**config.mk**
```make
export PLATFORM = sky130hd
export DESIGN_NAME = jet_cfg
export DESIGN_NICKNAME = d
export VERILOG_FILES = /design/src/jet_pkg.sv /design/src/jet_cfg.sv
export SDC_FILE = /design/constraint.sdc
export NUM_CORES = 1
export LEC_CHECK = 0
export BUFFER_PORTS_ARGS = -buffer_cell sky130_fd_sc_hd__buf_2
export CAP_MARGIN = 30
export CORE_ASPECT_RATIO = 0.8
export CORE_MARGIN = 4
export CORE_UTILIZATION = 55
export CTS_CLUSTER_DIAMETER = 50
export DETAILED_ROUTE_END_ITERATION = 7
export HOLD_SLACK_MARGIN = 0.03
export PLACE_DENSITY = 0.87
export SETUP_SLACK_MARGIN = 0.2
export SLEW_MARGIN = 0
export SYNTH_ARGS = -nofsm -noshare
export SYNTH_HDL_FRONTEND = slang
export SYNTH_SLANG_ARGS = --single-unit
```
**constraint.sdc**
```tcl
create_clock -name clk -period 1.35 [get_ports clk]
set_clock_uncertainty 0.1 [all_clocks]
set_input_delay 0.135 -clock clk [delete_from_list [all_inputs] [get_ports clk]]
set_output_delay 0.135 -clock clk [all_outputs]
set_load 0.03 [all_outputs]
```
**src/jet_pkg.sv**
```systemverilog
// ----------------------------------------------------------------------------
// jet_pkg
// Shared types, constants and helpers of the Julia escape-time pixel unit.
// ----------------------------------------------------------------------------
`default_nettype none

package jet_pkg;

	// Field and coordinate widths
	localparam int PIX_W      = 10;
	localparam int COORD_W    = 32;
	localparam int ZOOM_W     = 31;
	localparam int ITER_W     = 12;
	localparam int COLOR_W    = 24;
	localparam int FRAC_BITS  = 28;
	localparam int PROD_W     = 2 * COORD_W;
	localparam int SATW       = 48;
	localparam int CFG_IDX_W  = 3;
	localparam int CFG_DATA_W = 32;

	// Start point mapping: t = (p << MAP_SHIFT) / SIZE - 2.0
	localparam int      MAP_SHIFT = 30;
	localparam longint  MAP_BIAS  = 64'sd536870912;

	// Escape bound 4.0 in Q8.56
	localparam logic [PROD_W-1:0] ESC_LIMIT = 64'h0400_0000_0000_0000;

	// Restoring divider: one quotient bit per cycle over color x step bits
	localparam int DIV_STEPS = COLOR_W + ITER_W;
	localparam int DIV_CNT_W = $clog2(DIV_STEPS);

	// Default image size
	localparam int IMAGE_WIDTH_DEF  = 1024;
	localparam int IMAGE_HEIGHT_DEF = 1024;

	// Saturation bounds of Q4.28
	localparam logic signed [COORD_W-1:0] Q_MAX = 32'sh7FFF_FFFF;
	localparam logic signed [COORD_W-1:0] Q_MIN = 32'sh8000_0000;

	// Register reset values
	localparam logic [ZOOM_W-1:0]         ZOOM_RST      = 31'h1000_0000;
	localparam logic signed [COORD_W-1:0] OFFSET_RST    = 32'sd0;
	localparam logic [ITER_W-1:0]         MAX_ITER_RST  = 12'd256;
	localparam logic signed [COORD_W-1:0] CONST_RE_RST  = -32'sd214748365;
	localparam logic signed [COORD_W-1:0] CONST_IM_RST  = 32'sd41875931;
	localparam logic [COLOR_W-1:0]        NEAR_RST      = 24'hFF_FFFF;
	localparam logic [COLOR_W-1:0]        FAR_RST       = 24'h00_0000;

	// Configuration register indexes
	typedef enum logic [CFG_IDX_W-1:0] {
		REG_ZOOM       = 3'd0,
		REG_OFFSET_RE  = 3'd1,
		REG_OFFSET_IM  = 3'd2,
		REG_MAX_ITER   = 3'd3,
		REG_CONST_RE   = 3'd4,
		REG_CONST_IM   = 3'd5,
		REG_NEAR_COLOR = 3'd6,
		REG_FAR_COLOR  = 3'd7
	} cfg_reg_t;

	typedef struct packed {
		logic [ZOOM_W-1:0]         zoom;
		logic signed [COORD_W-1:0] offset_re;
		logic signed [COORD_W-1:0] offset_im;
		logic [ITER_W-1:0]         max_iterations;
		logic signed [COORD_W-1:0] const_re;
		logic signed [COORD_W-1:0] const_im;
		logic [COLOR_W-1:0]        near_color;
		logic [COLOR_W-1:0]        far_color;
	} cfg_t;

	// Channel payloads
	typedef struct packed {
		logic [PIX_W-1:0] pixel_x;
		logic [PIX_W-1:0] pixel_y;
	} pix_t;

	typedef struct packed {
		logic [COLOR_W-1:0] pixel_color;
		logic [ITER_W-1:0]  escape_step;
		logic               escaped;
	} res_t;

	// Controller states
	typedef enum logic [2:0] {
		S_IDLE,
		S_MAP,
		S_INIT,
		S_MUL,
		S_ITER,
		S_CMUL,
		S_DIV,
		S_DONE
	} state_t;

	// Controller to datapath commands
	typedef struct packed {
		logic take;
		logic map;
		logic init;
		logic mul;
		logic iter;
		logic cmul;
		logic div;
		logic load_out;
	} cmd_t;

	// Datapath to controller status
	typedef struct packed {
		logic hit;
		logic at_limit;
	} sts_t;

	// Clamp a wide signed value to Q4.28
	function automatic logic signed [COORD_W-1:0] sat_q(input logic signed [SATW-1:0] v);
		logic signed [SATW-1:0] hi;
		logic signed [SATW-1:0] lo;
		hi = SATW'(Q_MAX);
		lo = SATW'(Q_MIN);
		if (v > hi) begin
			return Q_MAX;
		end else if (v < lo) begin
			return Q_MIN;
		end
		return $signed(v[COORD_W-1:0]);
	endfunction

endpackage

`default_nettype wire

```
**src/jet_cfg.sv**
```systemverilog
// ----------------------------------------------------------------------------
// jet_cfg
// Configuration register file: view, iteration limit, constant and colors.
// ----------------------------------------------------------------------------
`default_nettype none

module jet_cfg (
	input  wire logic                            clk,
	input  wire logic                            arst_n,
	input  wire logic                            wr_en,
	input  wire logic [jet_pkg::CFG_IDX_W-1:0]   wr_index,
	input  wire logic [jet_pkg::CFG_DATA_W-1:0]  wr_data,
	output jet_pkg::cfg_t                        cfg
);

	jet_pkg::cfg_t cfg_q;

	// Write the addressed register
	always_ff @(posedge clk or negedge arst_n) begin
		if (!arst_n) begin
			cfg_q.zoom           <= jet_pkg::ZOOM_RST;
			cfg_q.offset_re      <= jet_pkg::OFFSET_RST;
			cfg_q.offset_im      <= jet_pkg::OFFSET_RST;
			cfg_q.max_iterations <= jet_pkg::MAX_ITER_RST;
			cfg_q.const_re       <= jet_pkg::CONST_RE_RST;
			cfg_q.const_im       <= jet_pkg::CONST_IM_RST;
			cfg_q.near_color     <= jet_pkg::NEAR_RST;
			cfg_q.far_color      <= jet_pkg::FAR_RST;
		end else if (wr_en) begin
			unique case (jet_pkg::cfg_reg_t'(wr_index))
				jet_pkg::REG_ZOOM:       cfg_q.zoom <= wr_data[jet_pkg::ZOOM_W-1:0];
				jet_pkg::REG_OFFSET_RE:  cfg_q.offset_re <= $signed(wr_data);
				jet_pkg::REG_OFFSET_IM:  cfg_q.offset_im <= $signed(wr_data);
				jet_pkg::REG_MAX_ITER:   cfg_q.max_iterations <= wr_data[jet_pkg::ITER_W-1:0];
				jet_pkg::REG_CONST_RE:   cfg_q.const_re <= $signed(wr_data);
				jet_pkg::REG_CONST_IM:   cfg_q.const_im <= $signed(wr_data);
				jet_pkg::REG_NEAR_COLOR: cfg_q.near_color <= wr_data[jet_pkg::COLOR_W-1:0];
				jet_pkg::REG_FAR_COLOR:  cfg_q.far_color <= wr_data[jet_pkg::COLOR_W-1:0];
			endcase
		end
	end

	assign cfg = cfg_q;

endmodule

`default_nettype wire

```
==> flow_summary.json <==
{
  "dr_total_vias": 6367,
  "yosys_warnings": 0,
  "clkSinkCount": 219,
  "grt_max_degree": 45,
  "firstDrtPassIters": 4,
  "largest_register_ffs": 219,
  "synth.avg_cell_area_um2": 18.09,
  "die_h_um": 119.6,
  "maxSlewHeadroom_pct": 70.73,
  "synthTopCellsByCount": "mux2_2 (179), dfrtp_1 (156), dfstp_2 (63)",
  "htree_levels": 1,
  "syn_nets": 511,
  "avgRoutedWirePerCell_um": 27.52,
  "cts_buffers": 22,
  "start_kind": "flop",
  "finalCritPeriodShare_pct": 107.3,
  "syn_inst": 473,
  "cp_max_fo": 2,
  "fmax_ghz": 0.6902,
  "drv_cap": 0,
  "slowest_stage": "dfstp_2",
  "diodes": 0,
  "yosysTopAreaCellShare_pct": 45.63,
  "postCtsHoldBufs": 33,
  "r2r-start": "cfg[168]",
  "finish.utilization_pct": 93.40,
  "cp_num_buf_inv": 1,
  "fin_tns_setup_ns": -4.213,
  "fin_ws_ns": -0.09893,
  "drive_gt1_share_pct": 79.43,
  "grt_setup_unrepaired": "true",
  "ys_seq_elements": 219,
  "critPathTopFamily": "flip-flops",
  "critPathMaxStageDelay_ns": 0.57,
  "vias_per_cell": 5.498,
  "drt-initial-drc-count": 363,
  "worstPathArrival_ns": 1.21,
  "grt.total_usage_pct": 32.14,
  "ys.flop_type": "dfrtp_1",
  "power_density_mw_per_mm2": 1892,
  "synth_edf_count": 0,
  "r2r_cells": 3,
  "p_leak_nw": 6.738,
  "synthesis.area_mm2": 0.008556,
  "gp_congestion": 0.8043,
  "worst_pin_slew_ns": 0.4383,
  "nets": 970,
  "core_area_mm2": 0.01511,
  "syn_to_final_growth_pct": 65.00,
  "yosys.area.top_type": "dfrtp_1",
  "clk_pin_slew_worst_paths_ns": 0.08,
  "final_hold_viol_count": 0,
  "cts_tree": "done",
  "fin_crit_ns": 1.449,
  "async_reset_ff_share_pct": 100.0,
  "ctsLongestPathBuffers": 3,
  "num_io_pins": 257,
  "yosysMostFrequentCell": "mux2_2",
  "status": "finished, violations left",
  "finalWirelength_um": 31870,
  "slew_violations": 0,
  "start_util_pct": 56.61,
  "synth_cell_types": 16,
  "grt_pass1_wl_um": 43240,
  "dieArea_mm2": 0.01763,
  "reg2reg_slack_ns": 0.18,
  "die_w_um": 147.4,
  "worstPathRequired_ns": 1.12,
  "r2r-end": "cfg[168]",
  "antenna_left": 0,
  "violations": "setup timing",
  "drc": 0,
  "crit_path_end_kind": "output pin",
  "rows": 40,
  "power_w": 0.02671,
  "post-dp-hpwl_um": 15320,
  "clk_latency_ns": 0.49,
  "overflow": 0,
  "path_class": "flop to output pin",
  "irDropWorstVdd_v": 0.001230,
  "antenna_found_initial": 0,
  "cts-root-buf": "clkbuf_16",
  "ys_seq_area_share_pct": 64.98,
  "setup_viol": 63,
  "grt_pass1_vias": 6884,
  "cp_cell_sequence": "buf_6",
  "port_buffers": 256,
  "hp-class": "input pin to asynchronous set/reset pin",
  "ys_top_cells_by_area": "dfrtp_1 (46%), mux2_2 (24%), dfstp_2 (19%)"
}
cell usage in the layout, fill, tap and decap left out:
| cell | n |
|---|---|
| buf_2 | 36 |
| buf_6 | 239 |
| nor4b_4 | 1 |
| buf_4 | 136 |
| nand4b_1 | 1 |
| clkinv_4 | 1 |
| dlygate4sd3_1 | 33 |
| clkinvlp_4 | 1 |
| clkinv_2 | 5 |
| mux2_1 | 1 |
| nand4b_4 | 1 |
| dfrtp_1 | 156 |
| inv_6 | 1 |
| nor4bb_4 | 1 |
| mux2_2 | 109 |
| nand4b_2 | 1 |
| dfstp_2 | 63 |
| nand4_2 | 1 |
| clkbuf_16 | 23 |
| mux2_4 | 109 |
| buf_12 | 17 |
| clkbuf_1 | 4 |
| clkbuf_8 | 6 |
| and4bb_2 | 2 |
how the worst max path moves through the flow:
stage                     cells past startpoint        start  slack, ns       end
after global routing                          1      cfg[93]      -0.13   cfg[93]
after CTS                                     1      cfg[38]      -0.09   cfg[38]
after global placement                        4  wr_index[1]      -0.15  cfg[102]
final                                         1      cfg[93]       -0.1   cfg[93]
after floorplan                               4  wr_index[2]      -0.02  cfg[192]
after detailed placement                      4  wr_index[2]      -0.18  cfg[204]
cells by family after synthesis:
| logic type | count (synthesis) | synth area share, % |
|---|---|---|
| mux | 219 | 30.49 |
| flops | 219 | 64.98 |
| buf+inv | 27 | 3.144 |
| simple gates | 8 | 1.389 |
metrics by stage:
stage | cells | setup WS, ns | hold slack, ns | instance area, um2
after floorplan | 473 | -0.02490 | -0.2606 | 8892
after global placement | 942 | -0.1540 | -0.03443 | 10550
after detailed placement | 942 | -0.1798 | -0.02697 | 10550
after CTS | 1089 | -0.08516 | 0.003362 | 13520
after global routing | 1158 | -0.1267 | 0.03456 | 14120
final | 1158 | -0.09893 | 0.01164 | 14120
where the power goes:
part           internal [W]  switching [W]
registers           0.00834        0.00139
clock network       0.00342        0.00270
logic               0.00556        0.00531
cell type report:
class | instances | area (um2)
fillers | 424 | 997.2
clock buffers | 32 | 659.4
flip-flops and latches | 219 | 5559
well taps | 210 | 262.8
repair buffers | 462 | 4577
clock inverters | 8 | 50.05
multi-input cells | 227 | 3009
routing by layer:
metal  track usage [%]  vias up  part of all wire [%]
met5                 0        -                     0
met4             11.53        0                   4.8
met3             7.739      115                   6.7
met2             57.42      353                    52
met1             38.12     3313                    36
li1                  -     2586                     -
timing repair:
action / CTS / global route
gates resized for setup: 438 / 22
setup buffers: 74 / 69
hold endpoints to repair: 423 / 10
pin swaps: 0 / 0
setup endpoints to repair: 219 / 219
No activity file was read; power rests on OpenSTA's default activity.
