`src/jet_pkg.sv`:
```
// ----------------------------------------------------------------------------
// jet_pkg
// Shared types, constants and helpers of the Julia escape-time pixel unit.
// ----------------------------------------------------------------------------
`default_nettype none

package jet_pkg;

	// Field and coordinate widths
	localparam int PIX_W      = 10;
	localparam int COORD_W    = 32;
	localparam int ZOOM_W     = 31;
	localparam int ITER_W     = 12;
	localparam int COLOR_W    = 24;
	localparam int FRAC_BITS  = 28;
	localparam int PROD_W     = 2 * COORD_W;
	localparam int SATW       = 48;
	localparam int CFG_IDX_W  = 3;
	localparam int CFG_DATA_W = 32;

	// Start point mapping: t = (p << MAP_SHIFT) / SIZE - 2.0
	localparam int      MAP_SHIFT = 30;
	localparam longint  MAP_BIAS  = 64'sd536870912;

	// Escape bound 4.0 in Q8.56
	localparam logic [PROD_W-1:0] ESC_LIMIT = 64'h0400_0000_0000_0000;

	// Restoring divider: one quotient bit per cycle over color x step bits
	localparam int DIV_STEPS = COLOR_W + ITER_W;
	localparam int DIV_CNT_W = $clog2(DIV_STEPS);

	// Default image size
	localparam int IMAGE_WIDTH_DEF  = 1024;
	localparam int IMAGE_HEIGHT_DEF = 1024;

	// Saturation bounds of Q4.28
	localparam logic signed [COORD_W-1:0] Q_MAX = 32'sh7FFF_FFFF;
	localparam logic signed [COORD_W-1:0] Q_MIN = 32'sh8000_0000;

	// Register reset values
	localparam logic [ZOOM_W-1:0]         ZOOM_RST      = 31'h1000_0000;
	localparam logic signed [COORD_W-1:0] OFFSET_RST    = 32'sd0;
	localparam logic [ITER_W-1:0]         MAX_ITER_RST  = 12'd256;
	localparam logic signed [COORD_W-1:0] CONST_RE_RST  = -32'sd214748365;
	localparam logic signed [COORD_W-1:0] CONST_IM_RST  = 32'sd41875931;
	localparam logic [COLOR_W-1:0]        NEAR_RST      = 24'hFF_FFFF;
	localparam logic [COLOR_W-1:0]        FAR_RST       = 24'h00_0000;

	// Configuration register indexes
	typedef enum logic [CFG_IDX_W-1:0] {
		REG_ZOOM       = 3'd0,
		REG_OFFSET_RE  = 3'd1,
		REG_OFFSET_IM  = 3'd2,
		REG_MAX_ITER   = 3'd3,
		REG_CONST_RE   = 3'd4,
		REG_CONST_IM   = 3'd5,
		REG_NEAR_COLOR = 3'd6,
		REG_FAR_COLOR  = 3'd7
	} cfg_reg_t;

	typedef struct packed {
		logic [ZOOM_W-1:0]         zoom;
		logic signed [COORD_W-1:0] offset_re;
		logic signed [COORD_W-1:0] offset_im;
		logic [ITER_W-1:0]         max_iterations;
		logic signed [COORD_W-1:0] const_re;
		logic signed [COORD_W-1:0] const_im;
		logic [COLOR_W-1:0]        near_color;
		logic [COLOR_W-1:0]        far_color;
	} cfg_t;

	// Channel payloads
	typedef struct packed {
		logic [PIX_W-1:0] pixel_x;
		logic [PIX_W-1:0] pixel_y;
	} pix_t;

	typedef struct packed {
		logic [COLOR_W-1:0] pixel_color;
		logic [ITER_W-1:0]  escape_step;
		logic               escaped;
	} res_t;

	// Controller states
	typedef enum logic [2:0] {
		S_IDLE,
		S_MAP,
		S_INIT,
		S_MUL,
		S_ITER,
		S_CMUL,
		S_DIV,
		S_DONE
	} state_t;

	// Controller to datapath commands
	typedef struct packed {
		logic take;
		logic map;
		logic init;
		logic mul;
		logic iter;
		logic cmul;
		logic div;
		logic load_out;
	} cmd_t;

	// Datapath to controller status
	typedef struct packed {
		logic hit;
		logic at_limit;
	} sts_t;

	// Clamp a wide signed value to Q4.28
	function automatic logic signed [COORD_W-1:0] sat_q(input logic signed [SATW-1:0] v);
		logic signed [SATW-1:0] hi;
		logic signed [SATW-1:0] lo;
		hi = SATW'(Q_MAX);
		lo = SATW'(Q_MIN);
		if (v > hi) begin
			return Q_MAX;
		end else if (v < lo) begin
			return Q_MIN;
		end
		return $signed(v[COORD_W-1:0]);
	endfunction

endpackage

`default_nettype wire

```
`src/jet_ctrl.sv`:
```
// ----------------------------------------------------------------------------
// jet_ctrl
// Controller: sequences mapping, iteration, color division and result
// handoff; owns the divider count and the result valid flag.
// ----------------------------------------------------------------------------
`default_nettype none

module jet_ctrl (
	input  wire logic          clk,
	input  wire logic          arst_n,
	input  wire logic          in_valid,
	output logic               in_ready,
	output logic               out_valid,
	input  wire logic          out_ready,
	input  wire jet_pkg::sts_t sts,
	output jet_pkg::cmd_t      cmd
);

	localparam logic [jet_pkg::DIV_CNT_W-1:0] DIV_LAST =
		jet_pkg::DIV_CNT_W'(jet_pkg::DIV_STEPS - 1);

	jet_pkg::state_t                 state_q, state_d;
	logic [jet_pkg::DIV_CNT_W-1:0]   div_cnt_q;
	logic                            out_valid_q;
	logic                            out_free;

	assign out_free = !out_valid_q || out_ready;

	// Next state
	always_comb begin
		state_d = state_q;
		unique case (state_q)
			jet_pkg::S_IDLE: begin
				if (in_valid) begin
					state_d = jet_pkg::S_MAP;
				end
			end
			jet_pkg::S_MAP:  state_d = jet_pkg::S_INIT;
			jet_pkg::S_INIT: state_d = jet_pkg::S_MUL;
			jet_pkg::S_MUL:  state_d = jet_pkg::S_ITER;
			jet_pkg::S_ITER: begin
				if (sts.hit) begin
					state_d = jet_pkg::S_CMUL;
				end else if (sts.at_limit) begin
					state_d = jet_pkg::S_DONE;
				end else begin
					state_d = jet_pkg::S_MUL;
				end
			end
			jet_pkg::S_CMUL: state_d = jet_pkg::S_DIV;
			jet_pkg::S_DIV: begin
				if (div_cnt_q == DIV_LAST) begin
					state_d = jet_pkg::S_DONE;
				end
			end
			jet_pkg::S_DONE: begin
				if (out_free) begin
					state_d = jet_pkg::S_IDLE;
				end
			end
		endcase
	end

	// Commands
	always_comb begin
		cmd      = '0;
		in_ready = 1'b0;
		unique case (state_q)
			jet_pkg::S_IDLE: begin
				in_ready = 1'b1;
				cmd.take = in_valid;
			end
			jet_pkg::S_MAP:  cmd.map  = 1'b1;
			jet_pkg::S_INIT: cmd.init = 1'b1;
			jet_pkg::S_MUL:  cmd.mul  = 1'b1;
			jet_pkg::S_ITER: cmd.iter = 1'b1;
			jet_pkg::S_CMUL: cmd.cmul = 1'b1;
			jet_pkg::S_DIV:  cmd.div  = 1'b1;
			jet_pkg::S_DONE: cmd.load_out = out_free;
		endcase
	end

	// Advance state, divider count and result valid
	always_ff @(posedge clk or negedge arst_n) begin
		if (!arst_n) begin
			state_q     <= jet_pkg::S_IDLE;
			div_cnt_q   <= '0;
			out_valid_q <= 1'b0;
		end else begin
			state_q <= state_d;
			if (cmd.cmul) begin
				div_cnt_q <= '0;
			end else if (cmd.div) begin
				div_cnt_q <= div_cnt_q + jet_pkg::DIV_CNT_W'(1);
			end
			if (cmd.load_out) begin
				out_valid_q <= 1'b1;
			end else if (out_ready) begin
				out_valid_q <= 1'b0;
			end
		end
	end

	assign out_valid = out_valid_q;

endmodule

`default_nettype wire

```
`config.mk`:
```
export PLATFORM = sky130hd
export DESIGN_NAME = jet_ctrl
export DESIGN_NICKNAME = d
export VERILOG_FILES = /design/src/jet_pkg.sv /design/src/jet_ctrl.sv
export SDC_FILE = /design/constraint.sdc
export NUM_CORES = 1
export LEC_CHECK = 0
export ABC_AREA = 1
export BUFFER_PORTS_ARGS = -buffer_cell sky130_fd_sc_hd__buf_2
export CAP_MARGIN = 30
export CORE_UTILIZATION = 45
export DETAILED_ROUTE_END_ITERATION = 7
export PLACE_DENSITY = 0.8
export SYNTH_ARGS = -nofsm -noshare
export SYNTH_HDL_FRONTEND = slang
export SYNTH_SLANG_ARGS = --single-unit
```
`constraint.sdc`:
```
create_clock -name clk -period 1.59 [get_ports clk]
set_clock_uncertainty 0.2 [all_clocks]
set_input_delay 0.0795 -clock clk [delete_from_list [all_inputs] [get_ports clk]]
set_output_delay 0.0795 -clock clk [all_outputs]
set_load 0.02 [all_outputs]
```
==> results.md <==
- Result of the run: complete, but fails checks
- Violated checks: negative hold slack
- Combined area of all synthesized cells: 588 µm²
- Average wire length per cell after detail routing: 11.7 µm
- Number of synthesized register bits: 10
- Number of hold violations in the final report: 2
- Global placer's final weighted congestion: 0.774
- Sw Pwr: 719 µW
- Worst hold-check slack: -0.00124 ns
- Buffer type at the clock tree root: clkbuf_4
- Clock power share: 15.0%
- Power density over the cells: 1900 mW/mm²
- CTS tree: done
- Maximum net fanout on the critical path: 6
- Final clock period utilization by the worst path: 97.5%
- Switching fraction of total power: 46.7%
- Per-cell via count in the routed design: 5.04
- Category of the worst setup path launch point: flop
- Number of top-level design ports: 16
- Area taken by flip-flops and latches: 254 µm²
- Post-layout nets: 116
- Data arrival, critical path: 1.27 ns
- Fraction of final layout cells with drive strength greater than 1: 38.0%
- Placed cells: 108
- Die width: 38.2 µm
- Final HPWL DP: 994 µm
- Antenna diode instance count: 0
- Skew-Pair Late Insertion Delay: 0.26 ns
- GRT Total Usage: 21.5%
- Max Slew Vio Count: 0
- Sum of overflow across all layers after global routing: 0
- DRT Pass-1 Iters: 4
- Post-Synthesis Mean Instance Area: 7.35 µm²
- Highest attainable clock frequency: 0.645 GHz
- Number of DRC violations after detailed routing: 0
- Initial standard-cell utilization of the core: 50.9%
- Number of clock buffers inserted by TritonCTS: 3
- Final antenna-violating net count: 0
- DIE HEIGHT: 38.2 µm
- Post-layout instance count excluding filler cells: 122
- Wire length of the first global-routing pass: 2.10 mm
- Worst-path clk slew: 0.07 ns
- Initial antenna violation count: 0
- Number of filler instances in the final layout: 84
- Crit path capture type: output port
- Vias: 615
- Combined area of the multi-input logic cells: 295 µm²
- Combinational group share of total power: 56.6%
- Share of synthesized area occupied by flip-flops and latches: 42.6%
- Transition at the pin with the smallest max-transition slack: 0.234 ns
- Number of global-route vias before repair: 492
- Leakage power summed over all cells: 0.449 nW
- Largest net degree at the start of global routing: 11
- Core utilization of the finished layout: 70.1%
- Number of maximum-capacitance constraint violations: 0
- Required time at the endpoint of the critical path: 1.31 ns
- Port Buffer Count: 15
- Class of the tightest hold or removal check: in2async
- Yosys warns: 0
- Core region area: 0.00116 mm²
- Detailed Route Iter0 Violations: 11
- Syn-to-layout area delta: 37.9%
- Routed Wire Length: 1.43 mm
- Path type of the worst setup path: reg2out
- Buffers from clock root to sink, at most: 2
- CTS H-Tree Depth: 1
- Tightest slew margin relative to the limit: 84.4%
- Number of standard cells after synthesis: 80
- Post-synth net total: 87
- Area enclosed by the die boundary: 0.00146 mm²
- Relative contribution of sequential cells to total power: 28.4%
- Row Count: 12
- Peak VDD IR: 1.10 mV
- Number of distinct library cells after synthesis: 20
- Number of clock sinks: 10
- Number of endpoints failing setup at the final stage: 0
- Internal power contribution: 819 µW
- Tmin final: 1.55 ns
-- metrics by stage --
stage | TNS [ns] | worst slack, ns | power (mW) | instance area [µm²] | hold WS [ns]
2_1_floorplan | 0 | 0.221 | 0.974 | 588 | -0.416
3_3_place_gp | 0 | 0.152 | 1.13 | 673 | -0.252
3_5_place_dp | 0 | 0.123 | 1.15 | 673 | -0.247
4_1_cts | 0 | 0.00600 | 1.40 | 751 | 0.00175
5_1_grt | -0.0313 | -0.0313 | 1.65 | 811 | 0.0208
6_report | 0 | 0.0395 | 1.54 | 811 | -0.00124
-- cell usage after synthesis --
master   count  area share (%)
xnor2_1      1             1.5
ha_1         1             2.1
inv_1        8             5.1
inv_2        4             2.6
o21a_1       1             1.3
a21oi_1      3             2.6
nand2_1     16              10
nor2_1      13             8.3
nand4_1      2             2.1
nor2_2       3             3.2
nand2_2      1             1.1
nand3_2      2             3.4
o22ai_1      1             1.1
o21ai_0      1            0.85
nor3_1       3             2.6
nand3_1      5             4.3
dfrtp_1     10              43
buf_4        1             1.3
o21ai_1      3             2.6
a22o_1       1             1.5
-- state kept, by name, summed over array words and instances (netlist names) --
name	count
state_q	3
out_valid	1
div_cnt_q	6
-- power groups by stage --
stage               Sequential, mW  Clock, mW  Combinational (mW)
floorplan                    0.428          0               0.547
global placement             0.453          0               0.675
detailed placement           0.462          0               0.691
CTS                          0.459      0.235               0.701
global route                 0.446      0.248               0.957
finish                       0.437      0.231               0.870
-- per-layer routing --
metal / track usage, % / up-vias / wire (µm)
met5: 0 / - / 0
met4: 5.36 / 0 / 23
met3: 5.23 / 4 / 48
met2: 36.4 / 17 / 719
met1: 26.9 / 280 / 639
li1: - / 314 / -
-- placed cells by master, fill, tap and decap left out --
cell type       n
ha_1            1
nor2_1         13
clkbuf_8        1
dfrtp_2         3
inv_2           4
o21ai_0         1
a22o_1          1
nor2_2          3
o22ai_1         1
xnor2_1         1
dfrtp_1         7
dlygate4sd3_1   4
inv_1           8
a21oi_1         3
clkbuf_4        3
buf_2          14
nor3_2          1
nand2_1        14
nand4_1         2
nand3_2         2
nand2_2         3
o21a_1          1
nor3_1          2
nand3_1         5
o21ai_1         3
buf_4           7
-- layout make-up --
cell class,instances,area share [%]
Inverter,12,5.56
Tap cell,14,2.16
Multi-Input combinational cell,57,36.4
Sequential cell,10,31.3
Clock buffer,4,4.48
Timing Repair Buffer,25,20.1
-- logic make-up after synthesis --
logic type,count (synthesis),share of synthesized area [%]
AO/OA/AOI/OAI,10,9.79
flip-flops,10,42.6
AND/OR/NAND/NOR,45,35.1
XOR/XNOR,1,1.49
adder cells (fa/ha/maj),1,2.13
buffers and inverters,13,8.94
-- timing repair --
action | in CTS | in global routing
setup buffers | 0 | 6
hold endpoints to repair | 13 | 0
hold buffers | 4 | 0
endpoints found under the setup margin | 1 | 5
gates cloned | 0 | 0
resized for setup | 1 | 6
pin swaps | 0 | 1
-- worst paths after layout --
check	depth (start not counted)	startpoint	end	slack [ns]
worst max-delay path	3	state_q[2]	cmd[6]	0.04
worst min-delay path	2	arst_n	div_cnt_q[5]	-0.001
worst max register to register	7	div_cnt_q[1]	state_q[2]	0.14
worst min register to register	1	div_cnt_q[4]	div_cnt_q[4]	0.33
max in group asynchronous	2	arst_n	state_q[2]	0.97
min in group clk	7	in_valid	state_q[0]	0.13
-- worst max-delay path, stage by stage, from the launching register on --
cell and delay (ns):
dfrtp_2 0.45, buf_4 0.17, nor3_1 0.20, buf_2 0.20
Note: power is estimated with default switching activity, not from simulation.
